==> config.mk <==
export PLATFORM = sky130hd
export DESIGN_NAME = planar_odometry_integrator
export DESIGN_NICKNAME = d
export VERILOG_FILES = /design/src/rtl/core/podi_pkg.sv /design/src/rtl/core/planar_odometry_integrator.sv
export SDC_FILE = /design/constraint.sdc
export NUM_CORES = 2
export LEC_CHECK = 0
export BUFFER_PORTS_ARGS = -buffer_cell sky130_fd_sc_hd__buf_2
export CAP_MARGIN = 20
export CORE_ASPECT_RATIO = 1.2
export CORE_MARGIN = 2
export CORE_UTILIZATION = 50
export DETAILED_ROUTE_END_ITERATION = 10
export PLACE_DENSITY = 0.76
export SLEW_MARGIN = 40
export SYNTH_ARGS = -nofsm -noshare
export SYNTH_HDL_FRONTEND = slang
export SYNTH_SLANG_ARGS = --single-unit
==> constraint.sdc <==
create_clock -name clk_i -period 6.6 [get_ports clk_i]
set_input_delay 0.33 -clock clk_i [delete_from_list [all_inputs] [get_ports clk_i]]
set_output_delay 0.33 -clock clk_i [all_outputs]
set_load 0.02 [all_outputs]
==> src/rtl/core/podi_pkg.sv <==
// ----------------------------------------------------------------------------
// podi_pkg
// Shared types and constants of the planar odometry integrator: request
// structs, register indexes, fixed-point constants and the arctangent table.
// ----------------------------------------------------------------------------
`default_nettype none

package podi_pkg;

  // cordic iteration count: default and upper bound of the arctangent table
  localparam int unsigned CordicStepsDef = 16;
  localparam int unsigned CordicStepsMax = 30;
  localparam int unsigned StepCntW       = 5;

  // configuration port
  localparam int unsigned CfgIdxW  = 1;
  localparam int unsigned CfgDataW = 16;
  localparam logic [CfgIdxW-1:0] CfgDeadbandLow  = 1'b0;
  localparam logic [CfgIdxW-1:0] CfgDeadbandHigh = 1'b1;

  // register reset values, about -0.005 rad/s and zero in q3.12
  localparam logic signed [15:0] DeadbandLowRst  = -16'sd20;
  localparam logic signed [15:0] DeadbandHighRst = 16'sd0;

  // cordic start vector x component in q30, prescaled by the inverse gain
  localparam logic signed [33:0] CordicStart = 34'sd652032874;

  // radians to binary angle, 2^32 / (2 pi) rounded
  localparam logic [29:0] RadToBam = 30'd683565276;

  // input request
  typedef struct packed {
    logic signed [15:0] vel_fwd;
    logic signed [15:0] vel_side;
    logic signed [15:0] yaw_rate_raw;
    logic        [15:0] vel_interval;
    logic        [15:0] loop_interval;
  } in_req_t;

  // output request
  typedef struct packed {
    logic signed [31:0] pos_x;
    logic signed [31:0] pos_y;
    logic signed [31:0] heading;
    logic signed [15:0] yaw_rate_filtered;
  } out_req_t;

  // arctangent of 2^-i as a 32-bit binary angle
  function automatic logic [29:0] atan_entry(input logic [StepCntW-1:0] idx);
    logic [29:0] val;
    case (idx)
      5'd0:    val = 30'd536870912;
      5'd1:    val = 30'd316933406;
      5'd2:    val = 30'd167458907;
      5'd3:    val = 30'd85004756;
      5'd4:    val = 30'd42667331;
      5'd5:    val = 30'd21354465;
      5'd6:    val = 30'd10679838;
      5'd7:    val = 30'd5340245;
      5'd8:    val = 30'd2670163;
      5'd9:    val = 30'd1335087;
      5'd10:   val = 30'd667544;
      5'd11:   val = 30'd333772;
      5'd12:   val = 30'd166886;
      5'd13:   val = 30'd83443;
      5'd14:   val = 30'd41722;
      5'd15:   val = 30'd20861;
      5'd16:   val = 30'd10430;
      5'd17:   val = 30'd5215;
      5'd18:   val = 30'd2608;
      5'd19:   val = 30'd1304;
      5'd20:   val = 30'd652;
      5'd21:   val = 30'd326;
      5'd22:   val = 30'd163;
      5'd23:   val = 30'd81;
      5'd24:   val = 30'd41;
      5'd25:   val = 30'd20;
      5'd26:   val = 30'd10;
      5'd27:   val = 30'd5;
      5'd28:   val = 30'd3;
      5'd29:   val = 30'd1;
      default: val = 30'd0;
    endcase
    return val;
  endfunction

endpackage

`default_nettype wire

==> src/rtl/core/planar_odometry_integrator.sv <==
// ----------------------------------------------------------------------------
// planar_odometry_integrator
// 2d dead reckoning: deadband on the yaw rate, iterative cordic for the
// heading, bit-serial multiplies for the rotated and scaled displacement,
// saturating position and wrapping heading accumulators.
// ----------------------------------------------------------------------------
//  channel   signals                                   direction
//  --------  ----------------------------------------  ---------
//  in        in_valid_i, in_stall_o, in_req_i          request in
//  out       out_valid_o, out_stall_i, out_req_o       request out
//  cfg       cfg_we_i, cfg_index_i, cfg_data_i         write only
//
//  one request at a time: an accepted request passes the cordic loop (one
//  step a cycle), a serial multiply by the velocities and the loop interval,
//  a serial multiply by the velocity interval and by the radian-to-angle scale.
//  reset clears the accumulators to zero and loads the deadband defaults.
//  a stalled result sits in the output register while the next request is
//  worked on; that request waits before its update until the register frees.
// ----------------------------------------------------------------------------
`default_nettype none

module planar_odometry_integrator #(
  parameter int unsigned CORDIC_STEPS = podi_pkg::CordicStepsDef
) (
  input  wire logic                                clk_i,
  input  wire logic                                rst_ni,
  input  wire logic                                in_valid_i,
  output      logic                                in_stall_o,
  input  wire podi_pkg::in_req_t                   in_req_i,
  output      logic                                out_valid_o,
  input  wire logic                                out_stall_i,
  output      podi_pkg::out_req_t                  out_req_o,
  input  wire logic                                cfg_we_i,
  input  wire logic [podi_pkg::CfgIdxW-1:0]        cfg_index_i,
  input  wire logic signed [podi_pkg::CfgDataW-1:0] cfg_data_i
);

  import podi_pkg::*;

  // sequencer codes
  localparam logic [2:0] S_IDLE   = 3'd0;
  localparam logic [2:0] S_ROT    = 3'd1;
  localparam logic [2:0] S_MIX    = 3'd2;
  localparam logic [2:0] S_SCALE  = 3'd3;
  localparam logic [2:0] S_ROUND  = 3'd4;
  localparam logic [2:0] S_UPDATE = 3'd5;

  localparam logic [StepCntW-1:0] RotLast   = StepCntW'(CORDIC_STEPS - 1);
  localparam logic [StepCntW-1:0] MixFirst  = StepCntW'(15);
  localparam logic [StepCntW-1:0] ScaleFirst = StepCntW'(29);

  logic [2:0]              state_q, state_d;
  logic [StepCntW-1:0]     cnt_q, cnt_d;
  logic signed [33:0]      x_q, x_d, y_q, y_d, z_q, z_d;
  logic                    flip_q, flip_d;
  logic [15:0]             vx_sh_q, vx_sh_d, vy_sh_q, vy_sh_d, ldt_sh_q, ldt_sh_d;
  logic [29:0]             vdt_sh_q, vdt_sh_d;
  logic signed [15:0]      rate_q, rate_d;
  logic signed [47:0]      ax_q, ax_d, ay_q, ay_d;
  logic signed [32:0]      ah_q, ah_d;
  logic signed [63:0]      rx_q, rx_d, ry_q, ry_d, hd_q, hd_d;
  logic signed [21:0]      dx_q, dx_d, dy_q, dy_d;
  logic [31:0]             dth_q, dth_d;
  logic signed [31:0]      xacc_q, xacc_d, yacc_q, yacc_d;
  logic [31:0]             hacc_q, hacc_d;
  logic signed [15:0]      dbl_q, dbl_d, dbh_q, dbh_d;
  logic                    out_valid_q, out_valid_d;
  out_req_t                out_q, out_d;

  logic                    in_fire;

  // position add with clamp to the 32-bit signed range
  function automatic logic signed [31:0] sat_add(input logic signed [31:0] acc,
                                                 input logic signed [21:0] d);
    logic signed [33:0] sum;
    logic signed [31:0] res;
    sum = {{2{acc[31]}}, acc} + {{12{d[21]}}, d};
    if (sum > 34'sd2147483647) begin
      res = 32'sh7FFF_FFFF;
    end else if (sum < -34'sd2147483648) begin
      res = 32'sh8000_0000;
    end else begin
      res = sum[31:0];
    end
    return res;
  endfunction

  assign in_stall_o  = (state_q != S_IDLE);
  assign in_fire     = in_valid_i && !in_stall_o;
  assign out_valid_o = out_valid_q;
  assign out_req_o   = out_q;

  // sequencer and datapath
  always_comb begin
    logic [31:0]        hsum;
    logic               flip;
    logic [31:0]        hfold;
    logic signed [15:0] raw;
    logic signed [33:0] sx, sy, at, xn, yn;
    logic signed [47:0] cx, sy48, t_vx_c, t_vx_s, t_vy_c, t_vy_s;
    logic               first;
    logic signed [63:0] rxr, ryr, hr;

    state_d    = state_q;
    cnt_d      = cnt_q;
    x_d        = x_q;
    y_d        = y_q;
    z_d        = z_q;
    flip_d     = flip_q;
    vx_sh_d    = vx_sh_q;
    vy_sh_d    = vy_sh_q;
    ldt_sh_d   = ldt_sh_q;
    vdt_sh_d   = vdt_sh_q;
    rate_d     = rate_q;
    ax_d       = ax_q;
    ay_d       = ay_q;
    ah_d       = ah_q;
    rx_d       = rx_q;
    ry_d       = ry_q;
    hd_d       = hd_q;
    dx_d       = dx_q;
    dy_d       = dy_q;
    dth_d      = dth_q;
    xacc_d     = xacc_q;
    yacc_d     = yacc_q;
    hacc_d     = hacc_q;
    out_valid_d = out_valid_q;
    out_d      = out_q;

    // heading fold into the right half plane
    hsum  = hacc_q + 32'h4000_0000;
    flip  = hsum[31];
    hfold = {hacc_q[31] ^ flip, hacc_q[30:0]};

    // deadband on the raw rate
    raw = in_req_i.yaw_rate_raw;

    // cordic step terms
    sx = y_q >>> cnt_q;
    sy = x_q >>> cnt_q;
    at = {4'b0000, atan_entry(cnt_q)};
    if (!z_q[33]) begin
      xn = x_q - sx;
      yn = y_q + sy;
    end else begin
      xn = x_q + sx;
      yn = y_q - sy;
    end

    // serial multiply terms, sign bit weighs negative on the first cycle
    first  = (cnt_q == MixFirst);
    cx     = {{14{x_q[33]}}, x_q};
    sy48   = {{14{y_q[33]}}, y_q};
    t_vx_c = vx_sh_q[15] ? (first ? -cx : cx) : 48'sd0;
    t_vx_s = vx_sh_q[15] ? (first ? -sy48 : sy48) : 48'sd0;
    t_vy_c = vy_sh_q[15] ? (first ? -cx : cx) : 48'sd0;
    t_vy_s = vy_sh_q[15] ? (first ? -sy48 : sy48) : 48'sd0;

    // rounding to q16 and to binary angle
    rxr = rx_q + (64'sd1 <<< 41);
    ryr = ry_q + (64'sd1 <<< 41);
    hr  = hd_q + (64'sd1 <<< 27);

    // output register drains on its own handshake
    if (out_valid_q && !out_stall_i) begin
      out_valid_d = 1'b0;
    end

    case (state_q)
      S_IDLE: begin
        if (in_fire) begin
          flip_d   = flip;
          x_d      = CordicStart;
          y_d      = 34'sd0;
          z_d      = {{2{hfold[31]}}, hfold};
          vx_sh_d  = in_req_i.vel_fwd;
          vy_sh_d  = in_req_i.vel_side;
          ldt_sh_d = in_req_i.loop_interval;
          vdt_sh_d = {14'd0, in_req_i.vel_interval};
          rate_d   = (raw > dbl_q && raw < dbh_q) ? 16'sd0 : raw;
          ax_d     = 48'sd0;
          ay_d     = 48'sd0;
          ah_d     = 33'sd0;
          rx_d     = 64'sd0;
          ry_d     = 64'sd0;
          hd_d     = 64'sd0;
          cnt_d    = '0;
          state_d  = S_ROT;
        end
      end
      S_ROT: begin
        z_d = z_q[33] ? (z_q + at) : (z_q - at);
        if (cnt_q == RotLast) begin
          x_d     = flip_q ? -xn : xn;
          y_d     = flip_q ? -yn : yn;
          cnt_d   = MixFirst;
          state_d = S_MIX;
        end else begin
          x_d   = xn;
          y_d   = yn;
          cnt_d = cnt_q + 1'b1;
        end
      end
      S_MIX: begin
        ax_d     = (ax_q <<< 1) + t_vx_c - t_vy_s;
        ay_d     = (ay_q <<< 1) + t_vx_s + t_vy_c;
        ah_d     = (ah_q <<< 1) + (ldt_sh_q[15] ? {{17{rate_q[15]}}, rate_q} : 33'sd0);
        vx_sh_d  = {vx_sh_q[14:0], 1'b0};
        vy_sh_d  = {vy_sh_q[14:0], 1'b0};
        ldt_sh_d = {ldt_sh_q[14:0], 1'b0};
        if (cnt_q == '0) begin
          cnt_d   = ScaleFirst;
          state_d = S_SCALE;
        end else begin
          cnt_d = cnt_q - 1'b1;
        end
      end
      S_SCALE: begin
        rx_d = (rx_q <<< 1) + (vdt_sh_q[29] ? {{16{ax_q[47]}}, ax_q} : 64'sd0);
        ry_d = (ry_q <<< 1) + (vdt_sh_q[29] ? {{16{ay_q[47]}}, ay_q} : 64'sd0);
        hd_d = (hd_q <<< 1) + (RadToBam[cnt_q] ? {{31{ah_q[32]}}, ah_q} : 64'sd0);
        vdt_sh_d = {vdt_sh_q[28:0], 1'b0};
        if (cnt_q == '0) begin
          state_d = S_ROUND;
        end else begin
          cnt_d = cnt_q - 1'b1;
        end
      end
      S_ROUND: begin
        dx_d    = rxr[63:42];
        dy_d    = ryr[63:42];
        dth_d   = hr[59:28];
        state_d = S_UPDATE;
      end
      S_UPDATE: begin
        if (!out_valid_q || !out_stall_i) begin
          xacc_d  = sat_add(xacc_q, dx_q);
          yacc_d  = sat_add(yacc_q, dy_q);
          hacc_d  = hacc_q + dth_q;
          out_d.pos_x             = sat_add(xacc_q, dx_q);
          out_d.pos_y             = sat_add(yacc_q, dy_q);
          out_d.heading           = hacc_q + dth_q;
          out_d.yaw_rate_filtered = rate_q;
          out_valid_d = 1'b1;
          state_d     = S_IDLE;
        end
      end
      default: begin
        state_d = S_IDLE;
      end
    endcase
  end

  // deadband register writes
  always_comb begin
    dbl_d = dbl_q;
    dbh_d = dbh_q;
    if (cfg_we_i) begin
      case (cfg_index_i)
        CfgDeadbandLow:  dbl_d = cfg_data_i;
        CfgDeadbandHigh: dbh_d = cfg_data_i;
        default: begin
        end
      endcase
    end
  end

  // control and accumulator state
  always_ff @(posedge clk_i or negedge rst_ni) begin
    if (!rst_ni) begin
      state_q     <= S_IDLE;
      cnt_q       <= '0;
      out_valid_q <= 1'b0;
      xacc_q      <= '0;
      yacc_q      <= '0;
      hacc_q      <= '0;
      dbl_q       <= DeadbandLowRst;
      dbh_q       <= DeadbandHighRst;
    end else begin
      state_q     <= state_d;
      cnt_q       <= cnt_d;
      out_valid_q <= out_valid_d;
      xacc_q      <= xacc_d;
      yacc_q      <= yacc_d;
      hacc_q      <= hacc_d;
      dbl_q       <= dbl_d;
      dbh_q       <= dbh_d;
    end
  end

  // working registers
  always_ff @(posedge clk_i) begin
    x_q      <= x_d;
    y_q      <= y_d;
    z_q      <= z_d;
    flip_q   <= flip_d;
    vx_sh_q  <= vx_sh_d;
    vy_sh_q  <= vy_sh_d;
    ldt_sh_q <= ldt_sh_d;
    vdt_sh_q <= vdt_sh_d;
    rate_q   <= rate_d;
    ax_q     <= ax_d;
    ay_q     <= ay_d;
    ah_q     <= ah_d;
    rx_q     <= rx_d;
    ry_q     <= ry_d;
    hd_q     <= hd_d;
    dx_q     <= dx_d;
    dy_q     <= dy_d;
    dth_q    <= dth_d;
    out_q    <= out_d;
  end

endmodule

`default_nettype wire
# Yosys cells after proc, flatten, opt, wreduce, memory -nomap -nowiden

Memory sizes are Yosys's and may differ from the RTL's.
Cells that the tools add are included.

$add $sub $neg: 27
$lt $le $gt $ge: 7
Equality and inequality tests: 12
Shift operators: 2
Mux-type cells: 59
Bitwise gates (word level): 2
Reduce and logical (&&, ||, !) cells: 23

Operator list:

| kind                     | count |
|---|---|
| $mux W34                 | 10 |
| $mux W48                 | 7 |
| $pmux W64 S2             | 2 |
| $pmux W34 S2             | 3 |
| $mux W64                 | 3 |
| $pmux W48 S2             | 2 |
| $add A48 B48 Y48         | 3 |
| $add A64 B43 Y64 const B | 2 |
| $add A64 B64 Y64         | 2 |
| $mux W32                 | 4 |
| $pmux W60 S2             | 1 |
| $neg A34 Y48             | 2 |
| $pmux W16 S2             | 3 |
| $add A34 B34 Y34         | 2 |
| $neg A34 Y34             | 2 |
| $sshr A34 B5 Y34         | 2 |
| $sub A34 B34 Y34         | 2 |
| $add A32 B22 Y33         | 2 |
| $gt A33 B32 Y1 const B   | 2 |
| $lt A33 B32 Y1 const B   | 2 |
| $mux W33                 | 2 |
| $pmux W33 S2             | 1 |
| $add A60 B29 Y60 const B | 1 |
| $add A60 B60 Y60         | 1 |
| other kinds (38)         | 69 |

Register bits: 839
ROM bits: 992
Input port bits: 102
Output and inout port bits: 114
Logic and storage cells: 164
Memories kept: 2

Memories:

| memory           | depth | width | read ports | clocked after Yosys merged registers in | wr ports | line                              | text |
|---|---|---|---|---|---|---|---|
| (name not given) | 32    | 30    | 1          | 0                                       | 0        | podi_pkg.sv:51                    | `case (idx)` |
| (name not given) | 32    | 1     | 1          | 0                                       | 0        | planar_odometry_integrator.sv:221 | `hd_d = (hd_q <<< 1) + (RadToBam[cnt_q] ? {{31{ah_q[32]}}, ah_q} : 64'sd0);` |

# Logic depth before layout (Yosys ltp)

Depth after elaboration: 7
Gate-level depth with buffers: 31
Mapped depth without buffers: 27

# Least setup slack after synthesis

No wires, ideal clock.

Path kind: register to register
Start point: register state_q[2]
End point: register hd_q[0] (enable)
Arrival: 5.388 ns
Data required time: 4.876 ns
Path slack: -0.513 ns
Stages on the path, launching flop included: 9
Period minus slack after synthesis: 7.113 ns
Path through: dfrtp_1 clkbuf_1 nand2b_1 clkbuf_1 or2_2 clkbuf_1 clkbuf_1 buf_1 nand2_1

Cells in the longest elaborated chain, start to end: 5
Elaborated cells between the ends (all ways): 8
Those cells by class: eq/ne (2); reduce/logical (6)

Ends and longest elaborated chain:

| item                            | line                              | text |
|---|---|---|
| from (decl)                     | planar_odometry_integrator.sv:52  | `logic [2:0] state_q, state_d;` |
| from (signal assigned)          | planar_odometry_integrator.sv:280 | `state_q <= state_d;` |
| $reduce_bool A3 Y1              | planar_odometry_integrator.sv:88  | `assign in_stall_o = (state_q != S_IDLE);` |
| $logic_not A1 Y1                | planar_odometry_integrator.sv:89  | `assign in_fire = in_valid_i && !in_stall_o;` |
| $logic_and A1 B1 Y1             | planar_odometry_integrator.sv:89  |  |
| $ne A2 B2 Y1 (no line)          | -                                 |  |
| $reduce_and A2 Y1 (no line) (*) | -                                 |  |
| to (signal assigned)            | planar_odometry_integrator.sv:307 | `hd_q <= hd_d;` |
| to (decl)                       | planar_odometry_integrator.sv:61  | `logic signed [63:0] rx_q, rx_d, ry_q, ry_d, hd_q, hd_d;` |

Every way passes the cells marked *; elsewhere a longest branch is shown, timed or not.
A chain may end at the register's enable or synchronous reset.

# Worst setup path after layout

Start point: register cnt_q[0]
End point: register y_q[31], data pin

Cells in the longest elaborated chain, start to end: 7
Elaborated cells between the ends (all ways): 9
Those cells by class: add/sub (3); eq/ne (1); shift (1); mux (4)

Ends and longest elaborated chain:

| item                                                 | line                                                                 | text |
|---|---|---|
| from (decl)                                          | planar_odometry_integrator.sv:53                                     | `logic [StepCntW-1:0] cnt_q, cnt_d;` |
| from (signal assigned)                               | planar_odometry_integrator.sv:281                                    | `cnt_q <= cnt_d;` |
| $sshr A34 B5 Y34                                     | planar_odometry_integrator.sv:140                                    | `sy = x_q >>> cnt_q;` |
| $add A34 B34 Y34 or $sub A34 B34 Y34 (tied branches) | planar_odometry_integrator.sv:144, planar_odometry_integrator.sv:147 |  |
| $mux W34                                             | planar_odometry_integrator.sv:142                                    | `if (!z_q[33]) begin` |
| $neg A34 Y34                                         | planar_odometry_integrator.sv:195                                    | `y_d = flip_q ? -yn : yn;` |
| $mux W34                                             | planar_odometry_integrator.sv:195                                    |  |
| $mux W34 (*)                                         | planar_odometry_integrator.sv:193                                    | `if (cnt_q == RotLast) begin` |
| $pmux W34 S2 (*)                                     | planar_odometry_integrator.sv:169                                    | `case (state_q)` |
| to (signal assigned)                                 | planar_odometry_integrator.sv:294                                    | `y_q <= y_d;` |
| to (decl)                                            | planar_odometry_integrator.sv:54                                     | `logic signed [33:0] x_q, x_d, y_q, y_d, z_q, z_d;` |

Marks and branches as above.

==> metrics.md <==
| Metric | Value |
|---|---|
| I/O pins | 216 |
| Post-synth ARST share | 0.163 |
| PnR worst setup slack | 0.0192 ns |
| Largest net degree at the start of global routing | 140 |
| Fmax | 0.152 GHz |
| Layout cells sized above 1 | 0.186 |
| Initial antenna violation count | 5 |
| DRC viols | 0 |
| Post-layout net count | 9686 |
| Clock Skew | 0.0362 ns |
| Minimum clock period | 6.58 ns |
| Slew @ Worst Pin | 0.912 ns |
| Worst hold slack | 0.124 ns |
| RSZ-0062 raised after global routing | true |
| Root buf cell | clkbuf_16 |
| # setup viols final | 0 |
| Number of enable flip-flop cells after synthesis | 702 |
| First-pass GRT wire length | 347000 microns |
| Crit start category | register |
| Max_slew headroom | 0.392 |
| Critical path peak fanout | 6 |
| Router iterations before antenna repair | 8 |
| Remaining global-route overflow | 0 |
| Routed vias/inst | 6.01 |
| Vias | 65800 |
| HPWL after detailed placement | 164000 microns |
| HP Start | cfg_index_i |
| Hold path cells | 5 |
| TritonCTS clock tree | built |
| Layout Cells excl Fill | 10900 |
| CTS Buffer Depth | 3 |
| Reg2reg end | y_q[31] |
| Number of global-route vias before repair | 65200 |
| Crit-path slowest cell | or4_4 |
| Drt initial violations | 5266 |
| Total GRT Usage | 0.287 |
| Reg-to-Reg Start | cnt_q[0] |
| Max-cap violations | 0 |
| CTS HTree Levels | 3 |
| Synth Area in XOR/XNOR | 0.0805 |
| Core Region | 145000 sq um |
| Outcome | finished clean |
| Clock sink count | 839 |
| Synthesized cell area | 72900 sq um |
| Most used cell, CP | buf_4 |
| Dpl cells | 10600 |
| Reg2Reg Setup Slack | 0.02 ns |
| Routed wire length | 221000 microns |
| Synth Area in Adders | 0.124 |
| Die area | 149000 sq um |
| WP data required | 7.06 ns |
| Die W | 352 microns |
| Syn Nets | 8748 |
| Hold WC Path Type | in2reg |
| Post-Synthesis Cells | 7991 |
| GP Congestion | 0.970 |
| Clk slew on worst S/H paths | 0.07 ns |
| Die Span Y | 422 microns |
| WL per Instance | 20.2 microns |
| Pre-CTS WS | -0.282 ns |
| CP endpoint kind | register |
| ANT nets after route | 0 |
| Num CTS Buffers | 93 |
| Worst R2R Path Depth | 26 |
| Crit Path Category | reg2reg |
| Synth Area in Simple Gates | 0.189 |
| Synthesized area per cell | 9.12 sq um |
| Warning count from the yosys run | 0 |
| WP data arrival | 7.04 ns |
| Worst path max stage delay | 0.54 ns |
| Post-synthesis mux area share | 0.0514 |
| Area growth, synth to finish | 19.6% |
| Fin. Hold Viols | 0 |
| Synth Flop Type | edfxtp_1 |
| Port buffer count | 215 |
| Period Utilization, post-route | 0.997 |
| Final slew viol count | 0 |
| Largest family of logic cells by synthesized area | simple AND/OR/NAND/NOR gates |
| Synth Register Bits | 839 |
| Worst-Skew Late Latency | 0.75 ns |
| Final core occ | 0.602 |
| Row count | 153 |
| Starting Density | 0.503 |
| Hold EP | dbl_q[5] |
| Compound-Gate Fraction of Synth Area | 0.179 |
| Count of different cell masters after synthesis | 110 |
| Seq/Total Area, Yosys | 0.337 |
worst max path at each step:
stage | startpoint | end | slack, ns
floorplan | cnt_q[0] | y_q[33] | 0.16
global placement | cnt_q[0] | y_q[33] | -0.28
detailed placement | cnt_q[0] | x_q[33] | -0.28
CTS | cnt_q[0] | x_q[28] | 0.005
global route | cnt_q[0] | y_q[31] | -0.29
finish | cnt_q[0] | y_q[31] | 0.02
synthesized netlist by cell type, types with 28 or more instances:
library cell	n	area [sq um]
or3_1	54	338
a21o_1	292	2190
ha_1	551	6890
o211ai_1	40	300
mux2i_1	60	601
nand2b_1	82	513
buf_2	29	145
a31oi_1	92	576
nor3_1	147	736
or2_2	32	200
nor4_1	39	244
nand4_1	70	438
a211oi_1	84	631
inv_1	358	1340
o21a_1	82	616
o21ai_0	442	2210
and2_1	292	1830
clkbuf_1	284	1070
nor3b_1	32	240
a21oi_1	578	2890
nand3_1	167	836
xor2_1	277	2430
a211o_1	28	245
o31ai_1	43	323
xnor2_1	390	3420
o21bai_1	74	556
mux4_2	75	1690
and3_1	93	582
dfrtp_1	124	3100
nor2_1	722	2710
edfxtp_1	702	21100
nand2_1	818	3070
nor2b_1	159	995
mux2_2	90	1010
fa_1	104	2080
cell families (layout without fill, tap and decap cells):
| logic type | after synthesis | in the layout |
|---|---|---|
| AOI/OAI and AO/OA | 2041 | 2041 |
| xor gates and xnor gates | 668 | 668 |
| adders and majority gates | 661 | 661 |
| buffers and inverters | 718 | 1734 |
| DFF | 839 | 839 |
| muxes | 242 | 242 |
| other | 0 | 2 |
| and+or+nand+nor | 2822 | 2822 |
through the flow:
stage / setup TNS, ns / cell area (sq um)
final: 0 / 87100
after global routing: -1.83 / 87100
after CTS: 0 / 86000
after detailed placement: -2.89 / 81600
after global placement: -0.790 / 81500
after floorplan: 0 / 72900
critical path, delay by kind of cell, from the launching register on:
kind / cells / cell delay, ns
AND/OR/NAND/NOR: 12 / 3.04
AO/OA/AOI/OAI: 5 / 0.80
flip-flops: 1 / 0.51
XOR/XNOR: 2 / 0.30
multiplexers: 2 / 0.76
buffers and inverters: 4 / 0.61
adder cells (fa/ha/maj): 1 / 0.29
timing repair:
| action | 4_1_cts | 5_1_grt |
|---|---|---|
| cloned | 0 | 1 |
| pin swaps | 5 | 65 |
| resized for setup | 20 | 195 |
| setup endpoints to repair | 24 | 55 |
| endpoints found under the hold margin | 174 | 0 |
| setup buffers | 11 | 31 |
| hold buffers | 98 | 0 |
flip-flops by register name, summed over array words and instances, names as in the netlist, 32 cells and up:
name	cells
hacc_q	32
ah_q	33
ry_q	64
rx_q	64
xacc_q	32
ax_q	48
dth_q	32
y_q	34
hd_q	60
yacc_q	32
z_q	34
out_req_o	112
ay_q	48
x_q	34
placed cells by master, fill, tap and decap left out, drive strengths merged, types with 29 or more instances in the layout:
cell         count
xnor2          390
mux2            90
fa             104
mux2i           61
o211ai          40
edfxtp         702
o31ai           45
or3             55
nor2           724
nand2b          82
and2           294
clkbuf         127
nor3b           32
dfrtp          124
xor2           277
o21ai          446
nand4           70
ha             551
a211oi          85
or2             33
nor4            42
clkinv          29
nand3          167
o21bai          74
mux4            91
a21oi          580
inv            365
a21o           292
nand2          818
a31oi           92
dlygate4sd3     98
nor3           147
nor2b          159
and3            93
o21a            82
buf           1098
final cells by class:
class / instances / area, sq um
Fill cell: 12100 / 57600
Antenna cell: 2 / 5.00
Multi-Input combinational cell: 6434 / 46500
Clock inverter: 48 / 641
Clock buffer: 125 / 2570
Tap cell: 1937 / 2420
Sequential cell: 839 / 24500
Inverter: 363 / 1380
Timing Repair Buffer: 1198 / 9130
routing by layer:
layer / track usage / share of wire / wire length (microns)
met1: 0.368 / 0.41 / 91500
met2: 0.486 / 0.48 / 105000
met3: 0.0368 / 0.066 / 14700
met4: 0.126 / 0.045 / 10000
met5: 0 / 0.000059 / 13
Power is left out: the tool's default activity adds up to more than one toggle a clock period on the data nets, which glitch-free logic cannot reach.
